File: config.mk
export PLATFORM = sky130hd
export DESIGN_NAME = debounced_press_counting_blinker_flat
export DESIGN_NICKNAME = d
export VERILOG_FILES = /design/src/rtl/core/dpcb_pkg.sv /design/src/rtl/core/dpcb_in_if.sv /design/src/rtl/core/dpcb_out_if.sv /design/src/rtl/core/debounced_press_counting_blinker.sv /design/src/rtl/core/dpcb_debounce.sv /design/src/rtl/core/dpcb_blink.sv /design/src/flat_wrapper.sv
export VERILOG_INCLUDE_DIRS = /design/src /design/src/rtl/core
export SDC_FILE = /design/constraint.sdc
export NUM_CORES = 1
export LEC_CHECK = 0
export BUFFER_PORTS_ARGS = -buffer_cell sky130_fd_sc_hd__buf_2
export CORE_ASPECT_RATIO = 1.1
export CORE_MARGIN = 4
export CORE_UTILIZATION = 60
export DETAILED_ROUTE_END_ITERATION = 8
export PLACE_DENSITY = 0.79
export SYNTH_ARGS = -nofsm -noshare
export SYNTH_HDL_FRONTEND = slang
export SYNTH_SLANG_ARGS = --single-unit
File: constraint.sdc
create_clock -name i_clk -period 7.11 [get_ports i_clk]
set_input_delay 0.711 -clock i_clk [delete_from_list [all_inputs] [get_ports i_clk]]
set_output_delay 0.711 -clock i_clk [all_outputs]
set_load 0.02 [all_outputs]
File: src/rtl/core/debounced_press_counting_blinker_defines.svh
// Assertion macros shared by the press-counting blinker RTL.
`ifndef DEBOUNCED_PRESS_COUNTING_BLINKER_DEFINES_SVH
`define DEBOUNCED_PRESS_COUNTING_BLINKER_DEFINES_SVH

`ifndef SYNTHESIS

// A condition that must hold at every clock edge out of reset.
`define DPCB_ASSERT_ALWAYS(lbl, clk, rst_n, cond) \
    lbl: assert property (@(posedge clk) disable iff (!rst_n) (cond)) \
        else $error("%m: invariant violated");

// A condition that must hold in the cycle after a trigger.
`define DPCB_ASSERT_NEXT(lbl, clk, rst_n, trig, cons) \
    lbl: assert property (@(posedge clk) disable iff (!rst_n) (trig) |=> (cons)) \
        else $error("%m: follow-up check violated");

`else

`define DPCB_ASSERT_ALWAYS(lbl, clk, rst_n, cond)
`define DPCB_ASSERT_NEXT(lbl, clk, rst_n, trig, cons)

`endif

`endif

File: src/rtl/core/dpcb_pkg.sv
// Types and constants of the debounced press-counting blinker.
`default_nettype none

package dpcb_pkg;

    // Sample history length and the pattern its reset value is cut from.
    localparam int DEBOUNCE_SAMPLES = 3;
    localparam logic [7:0] HIST_PATTERN = 8'b1010_1010;

    localparam logic [7:0] TOGGLE_CAP = 8'd254;
    localparam logic [7:0] BLINK_DELAY_RESET = 8'd8;
    localparam logic [3:0] TOGGLES_PER_PRESS_RESET = 4'd2;

    // Item kinds.
    localparam logic [1:0] KIND_FALL = 2'd0;
    localparam logic [1:0] KIND_DEBOUNCE = 2'd1;
    localparam logic [1:0] KIND_BLINK = 2'd2;

    // Configuration register indexes.
    localparam logic CFG_BLINK_DELAY = 1'b0;
    localparam logic CFG_TOGGLES_PER_PRESS = 1'b1;

    typedef enum logic [1:0] {
        PH_SAMPLE  = 2'd0,
        PH_PRESS   = 2'd1,
        PH_RELEASE = 2'd2
    } t_phase;

    // Decoded item: kind flags one-hot or all zero, plus the pin sample.
    typedef struct packed {
        logic fall;
        logic debounce;
        logic blink;
        logic pin;
    } t_event;

    // Debouncer status after the current item.
    typedef struct packed {
        logic held;
        logic press;
    } t_dbc_status;

endpackage

`default_nettype wire

File: src/rtl/core/dpcb_in_if.sv
// Input channel: item kind and pin sample.
`default_nettype none

interface dpcb_in_if;
    logic       valid;
    logic       ready;
    logic [1:0] kind;
    logic       pin_level;

    modport source (output valid, output kind, output pin_level, input ready);
    modport sink (input valid, input kind, input pin_level, output ready);
endinterface

`default_nettype wire

File: src/rtl/core/dpcb_out_if.sv
// Output channel: LED level, held flag, pending toggles and press flag.
`default_nettype none

interface dpcb_out_if;
    logic       valid;
    logic       ready;
    logic       led_on;
    logic       button_held;
    logic [7:0] toggles_left;
    logic       press_accepted;

    modport source (output valid, output led_on, output button_held,
                    output toggles_left, output press_accepted, input ready);
    modport sink (input valid, input led_on, input button_held,
                  input toggles_left, input press_accepted, output ready);
endinterface

`default_nettype wire

File: src/rtl/core/debounced_press_counting_blinker.sv
// Top level of the debounced press-counting blinker.
//
//   channel   dir   handshake       payload
//   i_in      in    valid/ready     kind[1:0], pin_level
//   o_out     out   valid/ready     led_on, button_held, toggles_left[7:0], press_accepted
//   i_cfg_*   in    write enable    index (0 blink delay, 1 toggles per press), data[7:0]
//
// Every beat produces one result beat after passing the input register and then the result
// register. A beat is accepted every cycle while the result side keeps up; the state update
// from input register to result register is the only step. A stalled result holds both
// registers, and input backs up behind them.
// Reset is synchronous and clears the pipeline, the debouncer and the blink state.
`default_nettype none

module debounced_press_counting_blinker #(
    parameter int DEBOUNCE_SAMPLES = dpcb_pkg::DEBOUNCE_SAMPLES
) (
    input  wire        i_clk,
    input  wire        i_rst_n,
    dpcb_in_if.sink    i_in,
    dpcb_out_if.source o_out,
    input  wire        i_cfg_we,
    input  wire        i_cfg_idx,
    input  wire [7:0]  i_cfg_data
);

    logic       r_in_valid;
    logic [1:0] r_kind;
    logic       r_pin;
    logic       r_out_valid;
    logic       r_led;
    logic       r_held;
    logic [7:0] r_toggles;
    logic       r_press;
    logic [7:0] r_delay;
    logic [3:0] r_per_press;

    logic                  step;
    dpcb_pkg::t_event      evt;
    dpcb_pkg::t_dbc_status dbc;
    logic                  n_led;
    logic [7:0]            n_toggles;

    assign step = r_in_valid && (!r_out_valid || o_out.ready);
    assign i_in.ready = !r_in_valid || step;

    always_comb begin
        evt = '0;
        evt.pin = r_pin;
        if (step) begin
            unique case (r_kind)
                dpcb_pkg::KIND_FALL:     evt.fall = 1'b1;
                dpcb_pkg::KIND_DEBOUNCE: evt.debounce = 1'b1;
                dpcb_pkg::KIND_BLINK:    evt.blink = 1'b1;
                default: ;
            endcase
        end
    end

    dpcb_debounce #(
        .DEBOUNCE_SAMPLES(DEBOUNCE_SAMPLES)
    ) u_debounce (
        .i_clk    (i_clk),
        .i_rst_n  (i_rst_n),
        .i_event  (evt),
        .o_status (dbc)
    );

    dpcb_blink u_blink (
        .i_clk       (i_clk),
        .i_rst_n     (i_rst_n),
        .i_blink     (evt.blink),
        .i_press     (dbc.press),
        .i_delay     (r_delay),
        .i_per_press (r_per_press),
        .o_led       (n_led),
        .o_pending   (n_toggles)
    );

    always_ff @(posedge i_clk) begin
        if (!i_rst_n) begin
            r_in_valid  <= 1'b0;
            r_out_valid <= 1'b0;
        end else begin
            if (i_in.ready) begin
                r_in_valid <= i_in.valid;
            end
            if (step) begin
                r_out_valid <= 1'b1;
            end else if (o_out.ready) begin
                r_out_valid <= 1'b0;
            end
        end
    end

    always_ff @(posedge i_clk) begin
        if (i_in.valid && i_in.ready) begin
            r_kind <= i_in.kind;
            r_pin  <= i_in.pin_level;
        end
        if (step) begin
            r_led     <= n_led;
            r_held    <= dbc.held;
            r_toggles <= n_toggles;
            r_press   <= dbc.press;
        end
    end

    always_ff @(posedge i_clk) begin
        if (!i_rst_n) begin
            r_delay     <= dpcb_pkg::BLINK_DELAY_RESET;
            r_per_press <= dpcb_pkg::TOGGLES_PER_PRESS_RESET;
        end else if (i_cfg_we) begin
            unique case (i_cfg_idx)
                dpcb_pkg::CFG_BLINK_DELAY:       r_delay <= i_cfg_data;
                dpcb_pkg::CFG_TOGGLES_PER_PRESS: r_per_press <= i_cfg_data[3:0];
                default: ;
            endcase
        end
    end

    assign o_out.valid          = r_out_valid;
    assign o_out.led_on         = r_led;
    assign o_out.button_held    = r_held;
    assign o_out.toggles_left   = r_toggles;
    assign o_out.press_accepted = r_press;

endmodule

`default_nettype wire

File: src/rtl/core/dpcb_debounce.sv
// Shift-register debouncer with sampling, press and release phases.
`default_nettype none
`include "debounced_press_counting_blinker_defines.svh"

module dpcb_debounce #(
    parameter int DEBOUNCE_SAMPLES = dpcb_pkg::DEBOUNCE_SAMPLES
) (
    input  wire                  i_clk,
    input  wire                  i_rst_n,
    input  wire dpcb_pkg::t_event i_event,
    output dpcb_pkg::t_dbc_status o_status
);

    localparam logic [DEBOUNCE_SAMPLES-1:0] HistReset =
        DEBOUNCE_SAMPLES'(dpcb_pkg::HIST_PATTERN);

    dpcb_pkg::t_phase r_phase, n_phase;
    logic [DEBOUNCE_SAMPLES-1:0] r_hist, n_hist, shifted;
    logic r_held, n_held;
    logic r_active, n_active;
    logic tick;
    logic press;

    assign tick = i_event.debounce && r_active;
    assign shifted = {r_hist[DEBOUNCE_SAMPLES-2:0], i_event.pin};

    // Next phase.
    always_comb begin
        n_phase = r_phase;
        if (tick) begin
            unique case (r_phase)
                dpcb_pkg::PH_SAMPLE: begin
                    if (!r_held && (shifted == '0)) begin
                        n_phase = dpcb_pkg::PH_PRESS;
                    end else if (shifted == '1) begin
                        n_phase = dpcb_pkg::PH_RELEASE;
                    end else begin
                        n_phase = dpcb_pkg::PH_SAMPLE;
                    end
                end
                default: n_phase = dpcb_pkg::PH_SAMPLE;
            endcase
        end
    end

    // Phase actions.
    always_comb begin
        n_hist   = r_hist;
        n_held   = r_held;
        n_active = r_active;
        press    = 1'b0;
        if (i_event.fall) begin
            n_active = 1'b1;
        end else if (tick) begin
            unique case (r_phase)
                dpcb_pkg::PH_SAMPLE: n_hist = shifted;
                dpcb_pkg::PH_PRESS: begin
                    n_held = 1'b1;
                    press  = 1'b1;
                end
                dpcb_pkg::PH_RELEASE: begin
                    n_held   = 1'b0;
                    n_active = 1'b0;
                end
                default: ;
            endcase
        end
    end

    always_ff @(posedge i_clk) begin
        if (!i_rst_n) begin
            r_phase  <= dpcb_pkg::PH_SAMPLE;
            r_hist   <= HistReset;
            r_held   <= 1'b0;
            r_active <= 1'b0;
        end else begin
            r_phase  <= n_phase;
            r_hist   <= n_hist;
            r_held   <= n_held;
            r_active <= n_active;
        end
    end

    assign o_status.held  = n_held;
    assign o_status.press = press;

    // A press is only registered while none is held, and it is held after.
    `DPCB_ASSERT_ALWAYS(a_press_not_held, i_clk, i_rst_n, !press || !r_held)
    `DPCB_ASSERT_NEXT(a_press_sets_held, i_clk, i_rst_n, press, r_held)
    `DPCB_ASSERT_NEXT(a_release_disables, i_clk, i_rst_n,
        tick && (r_phase == dpcb_pkg::PH_RELEASE), !r_active && !r_held)

endmodule

`default_nettype wire

File: src/rtl/core/dpcb_blink.sv
// Pending toggle count, wait counter and LED level.
`default_nettype none
`include "debounced_press_counting_blinker_defines.svh"

module dpcb_blink (
    input  wire                   i_clk,
    input  wire                   i_rst_n,
    input  wire                   i_blink,
    input  wire                   i_press,
    input  wire  [7:0]            i_delay,
    input  wire  [3:0]            i_per_press,
    output logic                  o_led,
    output logic [7:0]            o_pending
);

    logic [7:0] r_pending, n_pending;
    logic [7:0] r_wait, n_wait;
    logic       r_led, n_led;
    logic [8:0] sum;
    logic [7:0] wait_inc;

    assign sum = {1'b0, r_pending} + {5'd0, i_per_press};
    assign wait_inc = r_wait + 8'd1;

    always_comb begin
        n_pending = r_pending;
        n_wait    = r_wait;
        n_led     = r_led;
        if (i_press) begin
            n_pending = (sum > {1'b0, dpcb_pkg::TOGGLE_CAP}) ? dpcb_pkg::TOGGLE_CAP
                                                             : sum[7:0];
            n_wait    = '0;
        end else if (i_blink) begin
            n_wait = wait_inc;
            // Toggling starts once the wait counter has caught up with the delay.
            if ((wait_inc >= i_delay) && (r_pending != '0)) begin
                n_led     = ~r_led;
                n_pending = r_pending - 8'd1;
            end
        end
    end

    always_ff @(posedge i_clk) begin
        if (!i_rst_n) begin
            r_pending <= '0;
            r_wait    <= '0;
            r_led     <= 1'b0;
        end else begin
            r_pending <= n_pending;
            r_wait    <= n_wait;
            r_led     <= n_led;
        end
    end

    assign o_led     = n_led;
    assign o_pending = n_pending;

    `DPCB_ASSERT_ALWAYS(a_pending_capped, i_clk, i_rst_n, r_pending <= dpcb_pkg::TOGGLE_CAP)
    `DPCB_ASSERT_NEXT(a_flip_uses_toggle, i_clk, i_rst_n, n_led != r_led,
        r_pending == ($past(r_pending) - 8'd1))

endmodule

`default_nettype wire
File: src/flat_wrapper.sv
// flat-port wrapper written by rule: the top's interface ports become plain ports
module debounced_press_counting_blinker_flat 
#(
    parameter int DEBOUNCE_SAMPLES = dpcb_pkg::DEBOUNCE_SAMPLES
)
  (i_clk, i_rst_n, i_cfg_we, i_cfg_idx, i_cfg_data, i_in_valid, i_in_kind, i_in_pin_level, i_in_ready, o_out_valid, o_out_led_on, o_out_button_held, o_out_toggles_left, o_out_press_accepted, o_out_ready);
  dpcb_in_if i_in_i ();
  dpcb_out_if o_out_i ();
  input  wire i_clk;
  input  wire i_rst_n;
  input  wire i_cfg_we;
  input  wire i_cfg_idx;
  input  wire [7:0] i_cfg_data;
  input wire logic [$bits(i_in_i.valid)-1:0] i_in_valid;
  input wire logic [$bits(i_in_i.kind)-1:0] i_in_kind;
  input wire logic [$bits(i_in_i.pin_level)-1:0] i_in_pin_level;
  output wire logic [$bits(i_in_i.ready)-1:0] i_in_ready;
  output wire logic [$bits(o_out_i.valid)-1:0] o_out_valid;
  output wire logic [$bits(o_out_i.led_on)-1:0] o_out_led_on;
  output wire logic [$bits(o_out_i.button_held)-1:0] o_out_button_held;
  output wire logic [$bits(o_out_i.toggles_left)-1:0] o_out_toggles_left;
  output wire logic [$bits(o_out_i.press_accepted)-1:0] o_out_press_accepted;
  input wire logic [$bits(o_out_i.ready)-1:0] o_out_ready;
  assign i_in_i.valid = i_in_valid;
  assign i_in_i.kind = i_in_kind;
  assign i_in_i.pin_level = i_in_pin_level;
  assign i_in_ready = i_in_i.ready;
  assign o_out_valid = o_out_i.valid;
  assign o_out_led_on = o_out_i.led_on;
  assign o_out_button_held = o_out_i.button_held;
  assign o_out_toggles_left = o_out_i.toggles_left;
  assign o_out_press_accepted = o_out_i.press_accepted;
  assign o_out_i.ready = o_out_ready;
  debounced_press_counting_blinker #(.DEBOUNCE_SAMPLES(DEBOUNCE_SAMPLES)) u_core (.i_clk(i_clk), .i_rst_n(i_rst_n), .i_in(i_in_i), .o_out(o_out_i), .i_cfg_we(i_cfg_we), .i_cfg_idx(i_cfg_idx), .i_cfg_data(i_cfg_data));
endmodule
After elaboration in Yosys (flattened, before gate mapping)
Cells that the tools add are included.
{ "totals": {"ff_bits": 51, "inputBits": 17, "out_inout_bits": 13, "word_cells": 78} }
{ "classes": {"n_addsub": 3, "magnitude_cmp": 2, "n_eq_ne": 5, "mux": 25, "bitwise_logic": 4, "reduce_logical": 22} }
{ "ops": {"columns": ["cell", "count"], "rows": [
  ["two-way mux 8 bit", 4],
  ["two-way mux 1 bit", 16],
  ["adder 8 x 4 -> 9 bit", 1],
  ["greater-than comparator 9 x 8 -> 1 bit (second input constant)", 1],
  ["adder 8 x 1 -> 8 bit (second input constant)", 1],
  [">= comparator 8 bit", 1],
  ["nonzero test 8 bit", 1],
  ["subtractor 8 x 1 -> 8 bit (second input constant)", 1],
  ["two-way mux 2 bit", 3],
  ["AND reduction 2 bit", 3],
  ["nonzero test 2 bit", 3],
  ["logical AND 1 bit", 5],
  ["equality test 2 x 1 -> 1 bit (second input constant)", 2],
  ["equality test 2 bit (second input constant)", 2],
  ["zero test 2 bit", 2],
  ["NOT 1 bit", 4],
  ["equality test 3 bit (second input constant)", 1],
  ["zero test 1 bit", 3],
  ["zero test 3 bit", 1],
  ["two-way mux 3 bit", 1],
  ["AND reduction 3 bit", 1],
  ["logical OR 1 bit", 2],
  ["case mux 1 bit (2 select lines)", 1],
  ["OR reduction 2 bit", 1]
]} }

Depth between registers and ports, before layout
Gate-level depths: netlist (run 1).
{ "logic_depth": {"word_depth": 8, "depth_mapped": 11, "depth_no_buf": 11} }

By module
From an unflattened synthesis (run 1), not the netlist that was laid out.
{ "unflattened": {"cells_unflattened": 296, "area_unflattened_um2": 2902.8} }
{ "modules_own_cells": {"columns": ["mod", "n_inst", "cells_each", "area_per_inst_um2", "seq_area_each_um2"], "rows": [
  ["dpcb_blink", 1, 181, 1515.2, 340.3],
  ["debounced_press_counting_blinker", 1, 77, 1024.7, 700.7],
  ["dpcb_debounce", 1, 38, 362.8, 120.1]
]} }

Least setup slack after synthesis (run 1)
No wires, ideal clock.
{ "synth_timing": {"path_kind": "reg-to-reg", "startpoint": "register u_core.u_blink.r_wait[0]", "endpoint": "register u_core.r_toggles[6] (netlist: u_core.o_out.toggles_left[6]) (data pin)", "setup_ns": 0.265, "t_arrival_ns": 2.330, "required_ns": 6.845, "setup_slack_ns": 4.515, "path_stages_with_launch": 12, "n_path_buf": 0, "period_less_slack_ns": 2.595, "path_cell_list": "dfxtp_1 ha_1 and3_1 and3_1 xor2_1 ha_1 nand2_1 nor2_1 o311ai_4 a21boi_2 a21oi_1 or3_1"} }
{ "synth_via": {"elab_chain_len": 6} }
{ "synth_rtl": {"columns": ["element", "line", "text"], "rows": [
  ["from (decl)", "dpcb_blink.sv:17", "logic [7:0] r_wait, n_wait;"],
  ["from (signal assigned)", "dpcb_blink.sv:50", "r_wait <= n_wait;"],
  ["adder 8 x 1 -> 8 bit", "dpcb_blink.sv:23", "assign wait_inc = r_wait + 8'd1;"],
  ["net u_core.u_blink.wait_inc[6]", "dpcb_blink.sv:20", "logic [7:0] wait_inc;"],
  [">= comparator 8 bit", "dpcb_blink.sv:36", "if ((wait_inc >= i_delay) && (r_pending != '0)) begin"],
  ["logical AND 1 bit", "dpcb_blink.sv:36", null],
  ["two-way mux 8 bit", "dpcb_blink.sv:36", null],
  ["two-way mux 8 bit", "dpcb_blink.sv:33", "end else if (i_blink) begin"],
  ["two-way mux 8 bit", "dpcb_blink.sv:29", "if (i_press) begin"],
  ["net u_core.n_toggles[6]", "debounced_press_counting_blinker.sv:42", "logic [7:0] n_toggles;"],
  ["to (signal assigned)", "debounced_press_counting_blinker.sv:104", "r_toggles <= n_toggles;"],
  ["to (decl)", "debounced_press_counting_blinker.sv:33", "logic [7:0] r_toggles;"]
]} }
The timed path passes the listed nets, and every way through them passes these cells.
A chain may end at the register's enable or synchronous reset.

Worst setup path in the final report (run 1)
Ends and elaborated chain as after synthesis.

==> results.cfg, run 1 <==
[cts]
cts_repair_resize_count = 0
clock_path_buffers = 2
cts-htree-levels = 2
cts.repair_timing.setup_buffer_count = 0
cts_sinks = 51
clk_latency_ns = 0.30
clkSlewWorstSetupHoldPaths_ns = 0.09
count_of_hold_buffers_inserted_by_post_cts_repair = 0
root_buffer = sky130_fd_sc_hd__clkbuf_8
cts_tree = done
cts_made_buffers = 5

[final_layout]
post-route-util = 0.688
layout-drive-gt1-share = 0.144
fillCellCount = 363
nets = 362
number_of_diodes_added_for_antenna_fixing = 0
area_growth_pct = 9.78
finalNonFillerCells = 381

[synth]
synth.avg_cell_area_um2 = 9.14
postSynthCellCount = 298
ys_ff_latch = 51
synth.top_cell.area_share = 0.272
cell_taking_the_most_area_after_synthesis = sky130_fd_sc_hd__dfxtp_1
synth_warnings = 0
synth_fp_nets = 334
synth_edf_count = 14
synth_flop_cell = sky130_fd_sc_hd__dfxtp_1
ys_seq_area_frac = 0.426
syn_std_cell_area_um2 = 2730
post_synth_main_area_contributors = sky130_fd_sc_hd__dfxtp_1 (27%), sky130_fd_sc_hd__edfxtp_1 (15%), sky130_fd_sc_hd__ha_1 (8.3%)
synth_async_sr_flop_share = 0
synth.lib_cells_used.distinct = 55

[setup_path]
worst_setup_path_end_kind = flop
cpLargestDelayFamily = simple AND/OR/NAND/NOR gates
required_ns = 7.16
arrival_ns = 2.88
worst-path-max-fanout = 4
timing.setup.critical_path_class = reg -> reg
worst-path-buf-inv = 0
reg2reg_from = u_core.u_blink.r_wait[0]$_SDFFE_PP0P_
cp-start-kind = flop
crit_path_cell_trace = ha_1 -> and3_1 -> and3_1 -> xor2_1 -> ha_1 -> nand2_1 -> nor2_1 -> o311ai_4 -> a21boi_2 -> a21oi_1 -> or3_1
reg2reg_slack_ns = 4.28
reg2regPathDepth = 11
timing.critical_path.slowest_cell_delay_ns = 0.37
slowest_stage = sky130_fd_sc_hd__or3_1
critical_path_depth = 11
timing.rr.end = u_core.o_out.toggles_left[6]$_DFFE_PP_

[routing]
finalWirelength_um = 5530
routed_via_density = 5.70
drt_first_iter_violations = 190
remaining_routing_drc_violations = 0
route.antenna.remaining_nets = 0
vias = 2172
detail_route.wl_per_cell_um = 14.5
first_pass_iteration_count_of_the_detailed_router = 4

[floorplanning]
coreArea_um2 = 4350
fp.dieH_um = 78.7
core.rowCount = 25
initial_util = 0.627
design.portCount = 30
die-width_um = 72.3
die_area_um2 = 5690

[timing]
worst-slew-pin-transition_ns = 0.809
fmax_mhz = 353
timing.clock.skew_ns = 0.00746
slew_viol_final = 0
period_utilisation_layout = 0.398
final_hold_viol_count = 0
final.min_clock_period_ns = 2.83
tns_ns = 0
final_critical_path_setup_slack_ns = 4.28
setup_viol = 0
unrepaired_setup_endpoints_after_global_routing = false
holdWs_ns = 0.459
maxSlewHeadroom = 0.460

[global_routing]
grt_antenna_before_repair = 0
grt.total_usage = 0.214
grt_pass1_wl_um = 9590
largest_net_degree_at_the_start_of_global_routing = 24
via_count_of_the_first_global_routing_pass = 2160
overflow = 0

[run_status]
status = finished clean

[power]
cellPowerDensity_nw_per_um2 = 172
leakage_nw = 1.25
ir_drop_uv = 127

[worst_hold_path]
min_path_cells = 2
hold_worst_path_end = u_core.r_delay[2]$_SDFFE_PN0P_
hold_path_startpoint = u_core.r_delay[2]$_SDFFE_PN0P_
hold_class = reg -> reg

[placed_design]
hpwlAfterDp_um = 4150
place_congestion = 0.888
portBuffers = 29
place_ws_ns = 4.27
dpl.cell_count = 373

[flow_run]
max-cap-violations = 0
cell type report:
type / count / area [µm²] / area share
multi-input combinational: 224 / 1470 / 0.491
timing repair buffer: 29 / 145 / 0.0485
tap: 54 / 67.6 / 0.0226
inverter: 15 / 56.3 / 0.0188
clock inverter: 1 / 5.00 / 0.00167
sequential: 51 / 1160 / 0.388
clock buffer: 7 / 86.3 / 0.0289
cells by family (layout without fill, tap and decap cells):
family	count (synthesis)	after routing	share of synthesized area
XOR/XNOR	17	17	0.0546
buffers and inverters	23	52	0.0344
AND/OR/NAND/NOR	133	133	0.244
flip-flops	51	51	0.426
adder cells (fa/ha/maj)	19	19	0.0900
AO/OA/AOI/OAI	50	50	0.131
multiplexers	5	5	0.0193
cell usage after synthesis (all sizes together) (5+ instances only):
cell    number
nand2       43
dfxtp       37
nor2        30
a21oi       21
ha          18
inv         15
nand3       15
edfxtp      14
xor2        13
and3        10
a211oi       6
nor2b        6
and2         5
clkbuf       5
metrics by stage:
| stage | area (µm²) | total power [W] |
|---|---|---|
| 2_1_floorplan | 2730 | 0.000340 |
| 3_3_place_gp | 2900 | 0.000352 |
| 3_5_place_dp | 2900 | 0.000353 |
| 4_1_cts | 2990 | 0.000520 |
| 5_1_grt | 2990 | 0.000538 |
| 6_report | 2990 | 0.000515 |
flip-flops by register name (all words and copies together) (netlist names), 2 cells and up:
register	cells
u_core.r_delay	8
u_core.u_blink.r_pending	8
u_core.o_out.toggles_left	8
u_core.u_debounce.r_hist	2
u_core.r_per_press	4
u_core.r_kind	2
u_core.u_debounce.r_phase	2
u_core.u_blink.r_wait	8
worst max-delay path by stage:
stage | slack, ns | startpoint | end
after floorplan | 4.51 | u_core.u_blink.r_wait[0]$_SDFFE_PP0P_ | u_core.o_out.toggles_left[6]$_DFFE_PP_
after global placement | 4.39 | u_core.u_blink.r_wait[0]$_SDFFE_PP0P_ | u_core.o_out.toggles_left[6]$_DFFE_PP_
after detailed placement | 4.27 | u_core.u_blink.r_wait[0]$_SDFFE_PP0P_ | u_core.o_out.toggles_left[6]$_DFFE_PP_
after CTS | 4.27 | u_core.u_blink.r_wait[0]$_SDFFE_PP0P_ | u_core.o_out.toggles_left[6]$_DFFE_PP_
after global routing | 4.14 | u_core.u_blink.r_wait[0]$_SDFFE_PP0P_ | u_core.o_out.toggles_left[6]$_DFFE_PP_
final | 4.28 | u_core.u_blink.r_wait[0]$_SDFFE_PP0P_ | u_core.o_out.toggles_left[6]$_DFFE_PP_
cell usage in the layout, fill, tap and decap left out, drive strengths merged, types with 3 or more instances in the layout:
cell type / synthesis / final
a211oi: 6 / 6
a21oi: 21 / 21
a311oi: 3 / 3
a31oi: 3 / 3
and2: 5 / 5
and3: 10 / 10
buf: 3 / 29
clkbuf: 5 / 7
dfxtp: 37 / 37
edfxtp: 14 / 14
ha: 18 / 18
inv: 15 / 15
mux2i: 3 / 3
nand2: 43 / 43
nand3: 15 / 15
nand4: 4 / 4
nor2: 30 / 30
nor2b: 6 / 6
nor3: 4 / 4
nor4: 4 / 4
o21ai: 4 / 4
xnor2: 4 / 4
xor2: 13 / 13
worst reg2reg max path, cell delays in order, from the launching register on:
cell	delay, ns
sky130_fd_sc_hd__dfxtp_1	0.36
sky130_fd_sc_hd__ha_1	0.24
sky130_fd_sc_hd__and3_1	0.22
sky130_fd_sc_hd__and3_1	0.21
sky130_fd_sc_hd__xor2_1	0.15
sky130_fd_sc_hd__ha_1	0.27
sky130_fd_sc_hd__nand2_1	0.06
sky130_fd_sc_hd__nor2_1	0.18
sky130_fd_sc_hd__o311ai_4	0.16
sky130_fd_sc_hd__a21boi_2	0.25
sky130_fd_sc_hd__a21oi_1	0.10
sky130_fd_sc_hd__or3_1	0.37
where the power goes:
part / switching (W) / leakage (nW) / internal [W]
Combinational: 0.0000231 / 0.770 / 0.0000133
Sequential: 0.00000438 / 0.436 / 0.000305
Clock: 0.0000904 / 0.0482 / 0.0000786
Total: 0.000118 / 1.25 / 0.000397
layer usage:
layer / wire length (µm) / vias to the layer above / track usage / part of all wire
li1: - / 1113 / - / -
met1: 2510 / 997 / 0.263 / 0.45
met2: 2670 / 55 / 0.372 / 0.48
met3: 259 / 7 / 0.0423 / 0.047
met4: 82 / 0 / 0.0677 / 0.015
met5: 0 / - / 0 / 0
Power figures use the tool's default switching activity.
==> run 2: changes to the inputs <==
--- a/config.mk
+++ b/config.mk
@@ -9,9 +9,9 @@
 export BUFFER_PORTS_ARGS = -buffer_cell sky130_fd_sc_hd__buf_2
 export CORE_ASPECT_RATIO = 1.1
 export CORE_MARGIN = 4
-export CORE_UTILIZATION = 60
+export CORE_UTILIZATION = 53
 export DETAILED_ROUTE_END_ITERATION = 8
-export PLACE_DENSITY = 0.79
+export PLACE_DENSITY = 0.74
 export SYNTH_ARGS = -nofsm -noshare
 export SYNTH_HDL_FRONTEND = slang
 export SYNTH_SLANG_ARGS = --single-unit
==> constraint.sdc (replaced) <==
create_clock -name i_clk -period 2.3 [get_ports i_clk]
set_input_delay 0.23 -clock i_clk [delete_from_list [all_inputs] [get_ports i_clk]]
set_output_delay 0.23 -clock i_clk [all_outputs]
set_load 0.02 [all_outputs]
==> results.cfg, run 2 (synthesized netlist as in run 1, its figures left out) <==
[run_status]
status = complete, but fails checks
failed_checks = setup timing

[routing]
drt_first_iter_violations = 177
routed_via_density = 5.62
wl_met3_um = 239
remaining_routing_drc_violations = 0
first_pass_iteration_count_of_the_detailed_router = 4
vias = 2280
route.antenna.remaining_nets = 0
highest_layer = met4
met2_wire_length_um = 2850
detail_route.wl_per_cell_um = 14.9
met1_length_um = 2810
finalWirelength_um = 6050

[placed_design]
dpl.cell_count = 395
hpwlAfterDp_um = 4290
place_area_um2 = 3090
portBuffers = 29
place_congestion = 0.944

[setup_path]
timing.critical_path.slowest_cell_delay_ns = 0.37
timing.setup.critical_path_class = reg -> reg
slowest_stage = sky130_fd_sc_hd__dfxtp_2
reg2regPathDepth = 11
worst_setup_path_end_kind = flop
timing.rr.end = u_core.o_out.toggles_left[6]$_DFFE_PP_
cp-start-kind = flop
timing.critical_path.mode_cell = sky130_fd_sc_hd__and3_4
reg2reg_slack_ns = -0.18
required_ns = 2.35
arrival_ns = 2.54
reg2reg_from = u_core.u_blink.r_wait[1]$_SDFFE_PP0P_
worst-path-max-fanout = 4
crit_path_cell_trace = and3_4 -> and3_4 -> nand3_4 -> xnor2_2 -> ha_4 -> a21oi_2 -> o21ai_2 -> nand2_2 -> nand2_4 -> and3_4 -> or3_1

[timing]
unrepaired_setup_endpoints_after_global_routing = true
slew_viol_final = 0
period_utilisation_layout = 1.08
holdWs_ns = 0.0981
final_hold_viol_count = 0
setup_viol = 16
final.min_clock_period_ns = 2.48
maxSlewHeadroom = 0.557
final_critical_path_setup_slack_ns = -0.184
fmax_mhz = 403
timing.clock.skew_ns = 0.00558
worst-slew-pin-transition_ns = 0.664

[worst_hold_path]
hold_worst_path_end = u_core.r_kind[1]$_DFFE_PP_
min_path_cells = 1
hold_class = in -> reg
hold_path_startpoint = i_in_kind[1]

[power]
power.share.sequential = 0.527
total_switching_power_w = 0.000384
ir_drop_uv = 412
leakage_nw = 1.41
netSwitchingFraction = 0.212
cellPowerDensity_nw_per_um2 = 529
comb_power_share = 0.072
power_frac_clock = 0.400
internal_power_of_the_cells_w = 0.00143

[final_layout]
fin_area_um2 = 3430
finalNonFillerCells = 406
number_of_diodes_added_for_antenna_fixing = 0
area_growth_pct = 25.8
final_cell_mix = sky130_fd_sc_hd__nand2_1 (39), sky130_fd_sc_hd__dfxtp_1 (34), sky130_fd_sc_hd__buf_2 (29), sky130_fd_sc_hd__nor2_1 (28), sky130_fd_sc_hd__buf_4 (17)
layout-drive-gt1-share = 0.287
layout_commonest_cell = sky130_fd_sc_hd__nand2_1
nets = 383

[floorplanning]
initial_util = 0.545
design.portCount = 30
fp.dieH_um = 83.2
coreArea_um2 = 5000
die_area_um2 = 6350
die-width_um = 76.4
core.rowCount = 27

[cts]
cts_made_buffers = 5
root_buffer = sky130_fd_sc_hd__clkbuf_8
clk_latency_ns = 0.30
cts_sinks = 51
cts_tree = done
count_of_hold_buffers_inserted_by_post_cts_repair = 0
clock_path_buffers = 2
clkSlewWorstSetupHoldPaths_ns = 0.09
cts-htree-levels = 2

[flow_run]
max-cap-violations = 0

[global_routing]
grt_pass1_wl_um = 10100
grt_antenna_before_repair = 0
grt.total_usage = 0.193
overflow = 0
via_count_of_the_first_global_routing_pass = 2192
largest_net_degree_at_the_start_of_global_routing = 24
[run 2: per-layer routing]
layer / vias up / global-route usage
li1: 1157 / -
met1: 1058 / 0.253
met2: 53 / 0.317
met3: 12 / 0.0358
met4: 0 / 0.0725
met5: - / 0
[run 2: timing repair]
item                       4_1_cts  5_1_grt
buffers inserted                 1        2
pin swaps                       15        7
setup endpoints to repair       16       18
gates resized for setup         16       14
[run 2: power groups by stage]
stage,clock (W),combinational (W),sequential [W]
finish,0.000726,0.000131,0.000956
global route,0.000774,0.000146,0.000960
CTS,0.000742,0.000127,0.000956
detailed placement,0,0.000121,0.000977
global placement,0,0.000118,0.000976
floorplan,0,0.0000662,0.000985
[run 2: cell type report]
class                           count  area, µm²
Clock buffer                        6       72.6
Clock inverter                      2       60.1
Fill cell                         392       1570
Inverter                           15       56.3
Multi-Input combinational cell    224       1670
Sequential cell                    51       1170
Tap cell                           58       72.6
Timing Repair Buffer               50        327
[run 2: critical path, delay by kind of cell (launching register included)]
kind,cells,cell delay (ns)
xor gates and xnor gates,1,0.20
AOI/OAI and AO/OA,2,0.22
adders and majority gates,1,0.25
and+or+nand+nor,7,1.20
DFF,1,0.37
[run 2: how the worst max path moves through the flow]
stage | cells after the start | end | start
floorplan | 11 | u_core.o_out.toggles_left[6]$_DFFE_PP_ | u_core.u_blink.r_wait[0]$_SDFFE_PP0P_
global placement | 11 | u_core.o_out.toggles_left[6]$_DFFE_PP_ | u_core.u_blink.r_wait[0]$_SDFFE_PP0P_
detailed placement | 9 | u_core.o_out.toggles_left[5]$_DFFE_PP_ | u_core.u_blink.r_wait[1]$_SDFFE_PP0P_
CTS | 11 | u_core.o_out.toggles_left[6]$_DFFE_PP_ | u_core.u_blink.r_wait[1]$_SDFFE_PP0P_
global route | 11 | u_core.o_out.toggles_left[6]$_DFFE_PP_ | u_core.u_blink.r_wait[1]$_SDFFE_PP0P_
finish | 11 | u_core.o_out.toggles_left[6]$_DFFE_PP_ | u_core.u_blink.r_wait[1]$_SDFFE_PP0P_
[run 2: through the flow]
stage	power (W)	setup WS, ns	utilization	TNS (ns)
6_report	0.00181	-0.184	0.685	-1.30
5_1_grt	0.00188	-0.285	0.685	-3.08
3_5_place_dp	0.00110	-0.183	0.618	-1.25
2_1_floorplan	0.00105	-0.0751	-	-0.0993
4_1_cts	0.00183	-0.161	0.661	-0.980
3_3_place_gp	0.00109	-0.117	0.618	-0.562
==> run 3: changes to the inputs <==
--- a/config.mk
+++ b/config.mk
@@ -12,6 +12,7 @@
 export CORE_UTILIZATION = 53
 export DETAILED_ROUTE_END_ITERATION = 8
 export PLACE_DENSITY = 0.74
+export SETUP_SLACK_MARGIN = 0.05
 export SYNTH_ARGS = -nofsm -noshare
 export SYNTH_HDL_FRONTEND = slang
 export SYNTH_SLANG_ARGS = --single-unit
==> results.cfg, run 3 (synthesized netlist as in run 1, its figures left out) <==
[run_status]
status = complete, but fails checks
failed_checks = setup timing

[timing]
worst-slew-pin-transition_ns = 0.645
unrepaired_setup_endpoints_after_global_routing = true
period_utilisation_layout = 1.10
final_hold_viol_count = 0
timing.clock.skew_ns = 0.00599
final.min_clock_period_ns = 2.54
setup_viol = 18
final_critical_path_setup_slack_ns = -0.238
tns_ns = -2.67
maxSlewHeadroom = 0.569
fmax_mhz = 394
slew_viol_final = 0

[final_layout]
finalNonFillerCells = 406
final_cell_mix = sky130_fd_sc_hd__nand2_1 (40), sky130_fd_sc_hd__dfxtp_1 (34), sky130_fd_sc_hd__buf_2 (29), sky130_fd_sc_hd__nor2_1 (28), sky130_fd_sc_hd__buf_4 (21)
area_growth_pct = 20.6
nets = 383
layout-drive-gt1-share = 0.261
layout_commonest_cell = sky130_fd_sc_hd__nand2_1
post-route-util = 0.657
number_of_diodes_added_for_antenna_fixing = 0

[setup_path]
arrival_ns = 2.60
timing.setup.critical_path_class = reg -> reg
critical_path.endpoint = u_core.o_out.toggles_left[6]$_DFFE_PP_
cpLargestDelayFamily = simple AND/OR/NAND/NOR gates
critical_path_depth = 11
reg2regPathDepth = 11
slowest_stage = sky130_fd_sc_hd__dfxtp_4
reg2reg_slack_ns = -0.24
worst_setup_path_end_kind = flop
worst-path-buf-inv = 0
worstSetupStartpoint = u_core.u_blink.r_wait[1]$_SDFFE_PP0P_
timing.critical_path.mode_cell = sky130_fd_sc_hd__and3_4
timing.critical_path.slowest_cell_delay_ns = 0.38
timing.rr.end = u_core.o_out.toggles_left[6]$_DFFE_PP_
crit_path_cell_trace = and3_4 -> and3_4 -> nand3_2 -> xnor2_1 -> ha_1 -> a21oi_2 -> o21ai_2 -> nand2_2 -> nand2_4 -> and3_4 -> or3_1
reg2reg_from = u_core.u_blink.r_wait[1]$_SDFFE_PP0P_
worst-path-max-fanout = 5
cp-start-kind = flop
required_ns = 2.36

[routing]
remaining_routing_drc_violations = 0
finalWirelength_um = 5900
first_pass_iteration_count_of_the_detailed_router = 4
detail_route.wl_per_cell_um = 14.5
vias = 2309
drt_first_iter_violations = 233
route.antenna.remaining_nets = 0
routed_via_density = 5.69

[power]
internal_power_of_the_cells_w = 0.00120
netSwitchingFraction = 0.240
p_total_w = 0.00159
total_switching_power_w = 0.000381
comb_power_share = 0.080
leakage_nw = 1.37
power.share.sequential = 0.602
cellPowerDensity_nw_per_um2 = 483
power_frac_clock = 0.318
ir_drop_uv = 316

[floorplanning]
initial_util = 0.545
core.rowCount = 27
die-width_um = 76.4
fp.dieH_um = 83.2
design.portCount = 30
die_area_um2 = 6350
coreArea_um2 = 5000

[global_routing]
grt.total_usage = 0.194
overflow = 0
grt_pass1_wl_um = 10200
via_count_of_the_first_global_routing_pass = 2322
largest_net_degree_at_the_start_of_global_routing = 15
grt_antenna_before_repair = 0

[cts]
cts-htree-levels = 2
cts_tree = done
cts_sinks = 51
root_buffer = sky130_fd_sc_hd__clkbuf_8
clk_latency_ns = 0.31
clkSlewWorstSetupHoldPaths_ns = 0.09
clock_path_buffers = 2
cts_made_buffers = 5

[flow_run]
max-cap-violations = 0

[worst_hold_path]
hold_path_startpoint = i_in_pin_level
hold_class = in -> reg

[placed_design]
place_congestion = 0.888
portBuffers = 29
hpwlAfterDp_um = 4260
dpl.cell_count = 395
run 3: cell count changes in the layout (fill, tap and decap cells not counted), sizes merged:
cell,before,now
bufinv,2,0
clkinv,0,1
clkbuf,6,7
run 3: layout make-up:
cell class	count	area (µm²)
Inverter	15	56.3
Tap cell	58	72.6
Multi-Input combinational cell	224	1600
Sequential cell	51	1170
Fill cell	403	1710
Timing Repair Buffer	50	303
Clock buffer	7	76.3
Clock inverter	1	5.00
run 3: layer usage:
layer,global-route usage,part of all wire,up-vias
li1,-,-,1150
met1,0.238,0.43,1081
met2,0.334,0.50,67
met3,0.0369,0.048,11
met4,0.0741,0.017,0
met5,0,0,-
run 3: metrics by stage:
stage / hold WS, ns / instance area (µm²) / worst slack [ns]
after floorplan: 0.329 / 2770 / -0.0751
after global placement: 0.408 / 3090 / -0.158
after detailed placement: 0.409 / 3090 / -0.190
after CTS: 0.0921 / 3230 / -0.179
after global routing: 0.0777 / 3290 / -0.324
final: 0.0975 / 3290 / -0.238
run 3: power by group through the flow:
stage | clock (W) | combinational, W | sequential (W)
after floorplan | 0 | 0.0000662 | 0.000985
after CTS | 0.000517 | 0.000126 | 0.000956
after global routing | 0.000554 | 0.000143 | 0.000958
after global placement | 0 | 0.000117 | 0.000976
final | 0.000504 | 0.000127 | 0.000955
after detailed placement | 0 | 0.000120 | 0.000977
run 3: worst min path at each step:
stage               cells after the start  slack (ns)                    endpoint
floorplan                               0        0.33  u_core.r_kind[0]$_DFFE_PP_
global placement                        1        0.41  u_core.r_kind[0]$_DFFE_PP_
detailed placement                      1        0.41      u_core.r_pin$_DFFE_PP_
CTS                                     1        0.09      u_core.r_pin$_DFFE_PP_
global route                            1        0.08      u_core.r_pin$_DFFE_PP_
finish                                  1         0.1      u_core.r_pin$_DFFE_PP_
run 3: timing repair:
item / in CTS / in global routing
hold buffers: 0 / 0
endpoints found under the setup margin: 18 / 18
pin swaps: 6 / 6
setup buffers: 2 / 1
resized for setup: 9 / 8
cloned: 0 / 0
hold endpoints to repair: 0 / 0
